### src/hdl/rvgw_pkg.sv
// rvgw_pkg: shared types, codes and helpers of the rolling voxel grid window
// used by rvgw_map and rolling_voxel_grid_window; no dependencies
`default_nettype none

package rvgw_pkg;

    localparam int DEF_MAX_DIM_X  = 16;
    localparam int DEF_MAX_DIM_Y  = 16;
    localparam int DEF_MAX_DIM_Z  = 16;
    localparam int DEF_WORD_WIDTH = 32;

    localparam int POS_W  = 32;
    localparam int CELL_W = 33;
    localparam int SIZE_W = 5;
    localparam int LIN_W  = 15;
    localparam int SYZ_W  = 10;
    localparam int DEL_W  = 18;

    localparam logic [1:0] MODE_LOCATE   = 2'd0;
    localparam logic [1:0] MODE_WRITE    = 2'd1;
    localparam logic [1:0] MODE_RECENTER = 2'd2;
    localparam logic [1:0] MODE_SPARE    = 2'd3;

    localparam logic [1:0] REG_SIZE_X = 2'd0;
    localparam logic [1:0] REG_SIZE_Y = 2'd1;
    localparam logic [1:0] REG_SIZE_Z = 2'd2;
    localparam logic [1:0] REG_INV    = 2'd3;

    localparam logic [12:0] OUTSIDE_IDX = 13'h1FFF;

    typedef struct packed {
        logic [1:0]         mode;
        logic signed [31:0] pos_x;
        logic signed [31:0] pos_y;
        logic signed [31:0] pos_z;
        logic [31:0]        cell_word;
    } in_item_t;

    typedef struct packed {
        logic signed [12:0] cell_index;
        logic               inside_res;
        logic [31:0]        read_word;
    } out_item_t;

    typedef enum logic [3:0] {
        ST_CLEAR,
        ST_IDLE,
        ST_MAP,
        ST_ORIGIN,
        ST_DELTA,
        ST_SHIFT,
        ST_DRAIN,
        ST_LOOK,
        ST_DATA,
        ST_DONE
    } state_t;

    // size register to effective size: zero acts as one, clamp to the maximum
    function automatic logic [SIZE_W-1:0] eff_size(input logic [4:0] s, input int maxd);
        logic [SIZE_W-1:0] r;
        if (s == 5'd0)
            r = SIZE_W'(1);
        else if (int'(s) > maxd)
            r = SIZE_W'(maxd);
        else
            r = s;
        return r;
    endfunction

    // x-major linear index
    function automatic logic [LIN_W-1:0] lin_idx(input logic [SIZE_W-1:0] x,
                                                 input logic [SIZE_W-1:0] y,
                                                 input logic [SIZE_W-1:0] z,
                                                 input logic [SYZ_W-1:0] syz,
                                                 input logic [SIZE_W-1:0] sz);
        logic [LIN_W-1:0] r;
        r = LIN_W'(x) * LIN_W'(syz) + LIN_W'(y) * LIN_W'(sz) + LIN_W'(z);
        return r;
    endfunction

endpackage

`default_nettype wire

### src/hdl/rvgw_map.sv
// rvgw_map: maps a Q16.16 position to grid cells, one shared 32x32 multiplier
// depends on rvgw_pkg
`default_nettype none

module rvgw_map
    import rvgw_pkg::*;
(
    input  wire logic                     clk,
    input  wire logic                     rst_n,
    input  wire logic                     start,
    input  wire logic signed [POS_W-1:0]  pos_x,
    input  wire logic signed [POS_W-1:0]  pos_y,
    input  wire logic signed [POS_W-1:0]  pos_z,
    input  wire logic [31:0]              inv,
    output logic                          done,
    output logic signed [CELL_W-1:0]      cell_x,
    output logic signed [CELL_W-1:0]      cell_y,
    output logic signed [CELL_W-1:0]      cell_z
);

    logic [1:0]               cnt_reg, cnt_next;
    logic                     busy_reg, busy_next;
    logic                     done_reg, done_next;
    logic [63:0]              prod_reg, prod_next;
    logic                     neg_reg, neg_next;
    logic [1:0]               ax_reg, ax_next;
    logic signed [CELL_W-1:0] cx_reg, cy_reg, cz_reg;
    logic signed [CELL_W-1:0] cell_rnd;
    logic [POS_W-1:0]         pos_sel;
    logic [POS_W-1:0]         mag;
    logic [CELL_W-1:0]        cmag;

    always_comb
    begin
        case (cnt_reg)
            2'd0:    pos_sel = pos_x;
            2'd1:    pos_sel = pos_y;
            default: pos_sel = pos_z;
        endcase
        mag       = pos_sel[POS_W-1] ? (~pos_sel + POS_W'(1)) : pos_sel;
        prod_next = 64'(mag) * 64'(inv);
        neg_next  = pos_sel[POS_W-1];
        ax_next   = cnt_reg;
        // round half away from zero
        cmag      = {1'b0, prod_reg[63:32]} + CELL_W'(prod_reg[31]);
        cell_rnd  = neg_reg ? -$signed(cmag) : $signed(cmag);
        busy_next = busy_reg;
        cnt_next  = cnt_reg;
        done_next = 1'b0;
        if (!busy_reg)
        begin
            if (start)
            begin
                busy_next = 1'b1;
                cnt_next  = 2'd0;
            end
        end
        else if (cnt_reg == 2'd3)
        begin
            busy_next = 1'b0;
            done_next = 1'b1;
        end
        else
            cnt_next = cnt_reg + 2'd1;
    end

    always_ff @(posedge clk or negedge rst_n)
    begin
        if (!rst_n)
        begin
            cnt_reg  <= 2'd0;
            busy_reg <= 1'b0;
            done_reg <= 1'b0;
        end
        else
        begin
            cnt_reg  <= cnt_next;
            busy_reg <= busy_next;
            done_reg <= done_next;
        end
    end

    always_ff @(posedge clk)
    begin
        if (busy_reg && cnt_reg != 2'd3)
        begin
            prod_reg <= prod_next;
            neg_reg  <= neg_next;
            ax_reg   <= ax_next;
        end
        if (busy_reg && cnt_reg != 2'd0)
        begin
            case (ax_reg)
                2'd0:    cx_reg <= cell_rnd;
                2'd1:    cy_reg <= cell_rnd;
                default: cz_reg <= cell_rnd;
            endcase
        end
    end

    assign done   = done_reg;
    assign cell_x = cx_reg;
    assign cell_y = cy_reg;
    assign cell_z = cz_reg;

endmodule

`default_nettype wire

### config.mk
export PLATFORM = sky130hd
export DESIGN_NAME = rvgw_map
export DESIGN_NICKNAME = d
export VERILOG_FILES = /design/src/hdl/rvgw_pkg.sv /design/src/hdl/rvgw_map.sv
export SDC_FILE = /design/constraint.sdc
export NUM_CORES = 2
export LEC_CHECK = 0
export ABC_AREA = 1
export BUFFER_PORTS_ARGS = -buffer_cell sky130_fd_sc_hd__buf_2
export CAP_MARGIN = 20
export CORE_UTILIZATION = 30
export CTS_CLUSTER_SIZE = 40
export DETAILED_ROUTE_END_ITERATION = 6
export PLACE_DENSITY_LB_ADDON = 0.2
export SLEW_MARGIN = 20
export SYNTH_ARGS = -nofsm -noshare
export SYNTH_HDL_FRONTEND = slang
export SYNTH_SLANG_ARGS = --single-unit
### constraint.sdc
create_clock -name clk -period 22.5 [get_ports clk]
set_clock_uncertainty 0.1 [all_clocks]
set_input_delay 2.25 -clock clk [delete_from_list [all_inputs] [get_ports clk]]
set_output_delay 2.25 -clock clk [all_outputs]
set_load 0.02 [all_outputs]
== Word-level counts from Yosys, hierarchy flattened ==
Cells that the tools add are included.

* Register bits after elaboration: 170
* Bits in writable memories: 0
* ROM bits: 0
* Input bits: 131
* Logic and storage cells: 43
* Latch bits: 0
* Output and inout bits: 100
* Memories kept: 0

* Equal/unequal tests: 5
* Magnitude comparators: 0
* Shift operators: 0
* $add $sub $neg: 4
* Multiplexer cells: 11
* Divide/modulo/power cells: 0
* Reduce and logical (&&, ||, !) cells: 11
* Multipliers: 1
* Bitwise gates (word level): 2

{| class="wikitable"
|+ Operators with widths
! kind !! number
|-
| 32-bit by 32-bit multiplier with 64-bit output || 1
|-
| 32-bit case mux with 2 select lines || 1
|-
| 32-bit by 1-bit adder with 33-bit output || 1
|-
| 33-bit two-way mux || 1
|-
| 33-bit negator || 1
|-
| 32-bit by 1-bit adder with 32-bit output, second input constant || 1
|-
| 32-bit two-way mux || 1
|-
| 32-bit NOT || 1
|-
| 2-bit AND reduction || 4
|-
| 2-bit two-way mux || 3
|-
| 1-bit two-way mux || 5
|-
| 2-bit by 1-bit equality test with 1-bit output, second input constant || 2
|-
| 2-bit zero test || 2
|-
| 2-bit inequality test, second input constant || 2
|-
| 2-bit nonzero test || 2
|-
| 2-bit by 1-bit adder with 2-bit output, second input constant || 1
|-
| 2-bit equality test, second input constant || 1
|-
| 1-bit logical AND || 2
|-
| 2-bit OR reduction || 1
|-
| 1-bit NOT || 1
|}

== Longest topological paths before layout ==
* Depth in word-level cells: 6
* Depth in mapped cells: 48
* Gate-level depth less buffers: 45

== Least setup slack after synthesis ==
Ideal clock, no wire load.

* Path type: input port to flip-flop
* From: input port pos_x[0]
* To: register prod_reg[63] (data pin)
* Stages: 35
* Data required time: 22.148 ns
* Data arrival time: 9.715 ns
* Path buffers: 2
* Library setup time: 0.252 ns
* Slack: 12.433 ns
* Cells stage by stage: nand2_1 -> nand2_1 -> a21oi_2 -> clkbuf_1 -> ha_1 -> nand3_4 -> nor2_4 -> nand3_1 -> xor2_1 -> nand2_1 -> nand2_1 -> buf_2 -> nor2_1 -> fa_1 -> fa_1 -> inv_1 -> fa_1 -> fa_1 -> inv_1 -> fa_1 -> fa_1 -> fa_1 -> inv_1 -> fa_1 -> inv_1 -> ha_1 -> a21oi_1 -> a21boi_0 -> o21ai_0 -> a21boi_0 -> nor2_1 -> a211oi_1 -> nand2_1 -> nand2_1 -> nand2_1

* Longest elaborated chain between the ends: 5

{| class="wikitable"
|+ RTL lines
! what !! line !! RTL
|-
| start, declared || rvgw_map.sv:11 || <nowiki>input wire logic signed [POS_W-1:0] pos_x,</nowiki>
|-
| 32-bit case mux with 2 select lines (*) || rvgw_map.sv:35 || <nowiki>case (cnt_reg)</nowiki>
|-
| 32-bit NOT || rvgw_map.sv:40 || <nowiki>mag = pos_sel[POS_W-1] ? (~pos_sel + POS_W'(1)) : pos_sel;</nowiki>
|-
| 32-bit by 1-bit adder with 32-bit output || rvgw_map.sv:40 ||
|-
| 32-bit two-way mux (*) || rvgw_map.sv:40 ||
|-
| 32-bit by 32-bit multiplier with 64-bit output (*) || rvgw_map.sv:41 || <nowiki>prod_next = 64'(mag) * 64'(inv);</nowiki>
|-
| net prod_next[63] || rvgw_map.sv:24 || <nowiki>logic [63:0] prod_reg, prod_next;</nowiki>
|-
| end signal, assigned || rvgw_map.sv:87 || <nowiki>prod_reg <= prod_next;</nowiki>
|-
| end, declared || rvgw_map.sv:24 ||
|}

Mark *: on every way through the listed nets, which the timed path passes. The rest lies on a longest branch.
A chain may end at the register's enable or synchronous reset.

== Final worst setup path ==
* From: input port pos_y[2]
* To: register prod_reg[48] (data pin)

* Longest elaborated chain between the ends: 5

{| class="wikitable"
|+ RTL lines
! what !! line !! RTL
|-
| start, declared || rvgw_map.sv:12 || <nowiki>input wire logic signed [POS_W-1:0] pos_y,</nowiki>
|-
| 32-bit case mux with 2 select lines (*) || rvgw_map.sv:35 ||
|-
| 32-bit NOT || rvgw_map.sv:40 ||
|-
| 32-bit by 1-bit adder with 32-bit output || rvgw_map.sv:40 ||
|-
| 32-bit two-way mux (*) || rvgw_map.sv:40 ||
|-
| 32-bit by 32-bit multiplier with 64-bit output (*) || rvgw_map.sv:41 ||
|-
| net prod_next[48] || rvgw_map.sv:24 ||
|}

Marked as above.

==> impl_metrics.yaml <==
outcome:
  status: "finished, final reports clean"
sta:
  timing.final.ws_setup_ns: 10.77
  hold_viol: 0
  setup_viol_count_final: 0
  post-route-min-period_ns: 11.73
  worst_pin_slew_ns: 1.22
  rsz0062_at_grt: "no"
  tns_ns: 0
  finalCritPeriodShare: 0.521
  slew_violations: 0
  max_freq_mhz: 85.3
  relSlewSlack: 0.187
clock_tree:
  clkLatencyLatePin_ns: 0.43
  tritoncts: "built"
  clkSinkCount: 139
  ctsHoldBuffers: 0
  post-cts-setup-buffers: 0
  cts_root_buf: "clkbuf_16"
  cts.path.max_buffers: 2
  cts_resized: 0
  cts_inserted_buffers: 17
  htreeDepth: 4
  clkTransAtPathRegs_ns: 0.07
global_route:
  grt_usage: 0.235
  grt_pass1_wl_um: 242000
  antenna_found_initial: 3
  gr-total-overflow: 0
  grt_pass1_vias: 36600
  grt_max_degree: 45
synthesis:
  syn_avg_cell_area_um2: 8.27
  ys_seq_area_frac: 0.100
  syn_nets: 6303
  synth_top_family_by_area: "adder cells"
  synthSimpleGateAreaFrac: 0.202
  synth-async-reset-ratio: 0.0288
  synth-seq-cells: 139
  synth_edf_count: 135
  muxShareOfSynthArea: 0
  synth_xor_area_frac: 0.0131
  synth-compound-area-share: 0.0412
  yosys_warnings: 0
  synth_fa_ha_area_frac: 0.513
  synth_area_mm2: 0.0414
  yosys_most_used_dff: "edfxtp_1"
  ys_types: 55
  syn_inst: 5010
finish:
  nets: 6431
  drive_gt1_frac: 0.0942
  antennaDiodeCount: 0
  area_growth_pct: 8.84
  fill_cells: 14600
worst_setup_path:
  required_ns: 22.57
  critPathLaunchType: "primary input"
  crit_type: "in2reg"
  cp-startpoint: "pos_y[2]"
  worstPathMaxFanout: 20
  cp-end-kind: "flip-flop"
  cp_slowest_cell: "nand2_1"
  worstPathArrival_ns: 11.80
  max_stage_delay_ns: 1.02
  crit_path_frequent_cell: "fa_1"
  r2r_cells: 36
  reg2reg_from: "ax_next[0]"
  cp-endpoint: "prod_reg[48]"
  r2r_end: "prod_reg[48]"
  worst-r2r-setup-slack_ns: 11.31
floorplanning:
  initial_core_util: 0.304
  die-area_mm2: 0.140
  rows: 135
  fp.dieH_um: 374
  core_area_mm2: 0.136
  ioPinCount: 231
  die_w_um: 374
placement:
  port_buffers: 230
  hpwlAfterDp_um: 130000
  place_congestion: 0.980
  place_ws_ns: 10.38
routing:
  firstDrtPassIters: 7
  ant_nets: 0
  totalWireLength_um: 163000
  routedWlPerCell_um: 23.5
  post-route-drc-count: 0
  drt_iter0_drc: 2878
  vias_per_cell: 4.93
  vias: 34100
worst_hold_path:
  min-delay-path-class: "reg2reg"
run:
  cap_violations: 0
-- cells in the final DEF, fill, tap and decap left out, types with 5 or more instances in the layout --
cell type / n
a31oi_1: 10
a21boi_0: 7
clkinv_1: 18
a21oi_2: 12
buf_2: 230
nand2_2: 15
edfxtp_1: 135
a21o_1: 20
nand3b_1: 7
buf_4: 70
a21oi_1: 96
nor3_1: 32
a22o_1: 14
o21a_1: 8
nor2_2: 64
inv_1: 1142
nand2_4: 7
o21bai_1: 13
nor4_1: 5
clkbuf_16: 17
nor2_1: 761
inv_2: 19
inv_8: 6
ha_1: 267
nor2_4: 12
fa_1: 895
nand4_1: 24
o21ai_1: 6
o21ai_0: 67
and3_1: 9
nand3_1: 241
xor2_1: 42
o22ai_1: 9
xnor2_1: 18
nand2_1: 804
-- Yosys cell counts, types with 5 or more instances --
| library cell | count | area share |
|---|---|---|
| a31oi_1 | 10 | 0.0015 |
| a21oi_1 | 96 | 0.012 |
| a21boi_0 | 7 | 0.0013 |
| clkinv_1 | 21 | 0.0019 |
| nand3_1 | 241 | 0.029 |
| o22ai_1 | 9 | 0.0014 |
| edfxtp_1 | 135 | 0.098 |
| o21ai_1 | 6 | 0.00073 |
| a21oi_2 | 13 | 0.0027 |
| nand4_1 | 24 | 0.0036 |
| buf_6 | 13 | 0.0035 |
| a21o_1 | 20 | 0.0036 |
| nor2_1 | 764 | 0.069 |
| a22o_1 | 14 | 0.0030 |
| xnor2_1 | 18 | 0.0038 |
| clkbuf_1 | 109 | 0.0099 |
| fa_1 | 895 | 0.43 |
| and3_1 | 9 | 0.0014 |
| nand2_1 | 808 | 0.073 |
| ha_1 | 267 | 0.081 |
| o21a_1 | 8 | 0.0015 |
| nor3_1 | 34 | 0.0041 |
| nand2_2 | 11 | 0.0017 |
| buf_4 | 12 | 0.0022 |
| nor4_1 | 5 | 0.00076 |
| buf_2 | 55 | 0.0066 |
| o21bai_1 | 13 | 0.0024 |
| o21ai_0 | 67 | 0.0081 |
| nor2_4 | 9 | 0.0024 |
| nor2_2 | 64 | 0.0097 |
| nand2_4 | 7 | 0.0019 |
| nand3b_1 | 7 | 0.0013 |
| inv_1 | 1142 | 0.10 |
| inv_2 | 17 | 0.0015 |
| xor2_1 | 42 | 0.0089 |
-- cell type report --
class | instances | area [um2] | area share
multi-input combinational | 3497 | 31900 | 0.709
timing repair buffer | 303 | 1740 | 0.0385
sequential | 139 | 4150 | 0.0922
inverter | 1180 | 4430 | 0.0983
clock inverter | 14 | 145 | 0.00322
clock buffer | 18 | 439 | 0.00974
tap | 1781 | 2230 | 0.0494
-- worst max-delay path, delay by kind of cell --
family / cells / cell delay [ns]
AO/OA/AOI/OAI: 7 / 2.07
buffers and inverters: 3 / 0.22
AND/OR/NAND/NOR: 13 / 2.59
adder cells (fa/ha/maj): 9 / 4.66
-- worst min-delay path by stage --
stage,startpoint,end,depth (start not counted)
6_report,ax_next[1],ax_reg[1],0
5_1_grt,ax_next[1],ax_reg[1],0
4_1_cts,ax_next[1],ax_reg[1],0
3_5_place_dp,ax_next[1],ax_reg[1],0
3_3_place_gp,ax_next[1],ax_reg[1],0
2_1_floorplan,ax_next[1],ax_reg[1],0
-- cells by family after synthesis --
| kind of cell | after synthesis |
|---|---|
| buffers and inverters | 1374 |
| xor gates and xnor gates | 61 |
| adders and majority gates | 1162 |
| DFF | 139 |
| and+or+nand+nor | 1996 |
| AOI/OAI and AO/OA | 278 |
-- per-layer routing --
layer | track usage | wire, um
met1 | 0.320 | 70500
met2 | 0.375 | 72600
met3 | 0.0384 | 13000
met4 | 0.0835 | 6630
met5 | 0 | 0
-- per-stage QoR --
stage / cells / cell area (um2) / hold slack, ns / utilization
finish: 6932 / 45100 / 0.384 / 0.331
global route: 6932 / 45100 / 0.424 / 0.331
CTS: 6929 / 45000 / 0.386 / 0.331
detailed placement: 6897 / 44400 / 0.368 / 0.326
global placement: 6897 / 44400 / 0.378 / 0.326
floorplan: 5010 / 41400 / 0.351 / -
Power is not shown: default switching activity piles up to over one toggle a cycle in this logic, so the estimate is an artifact.
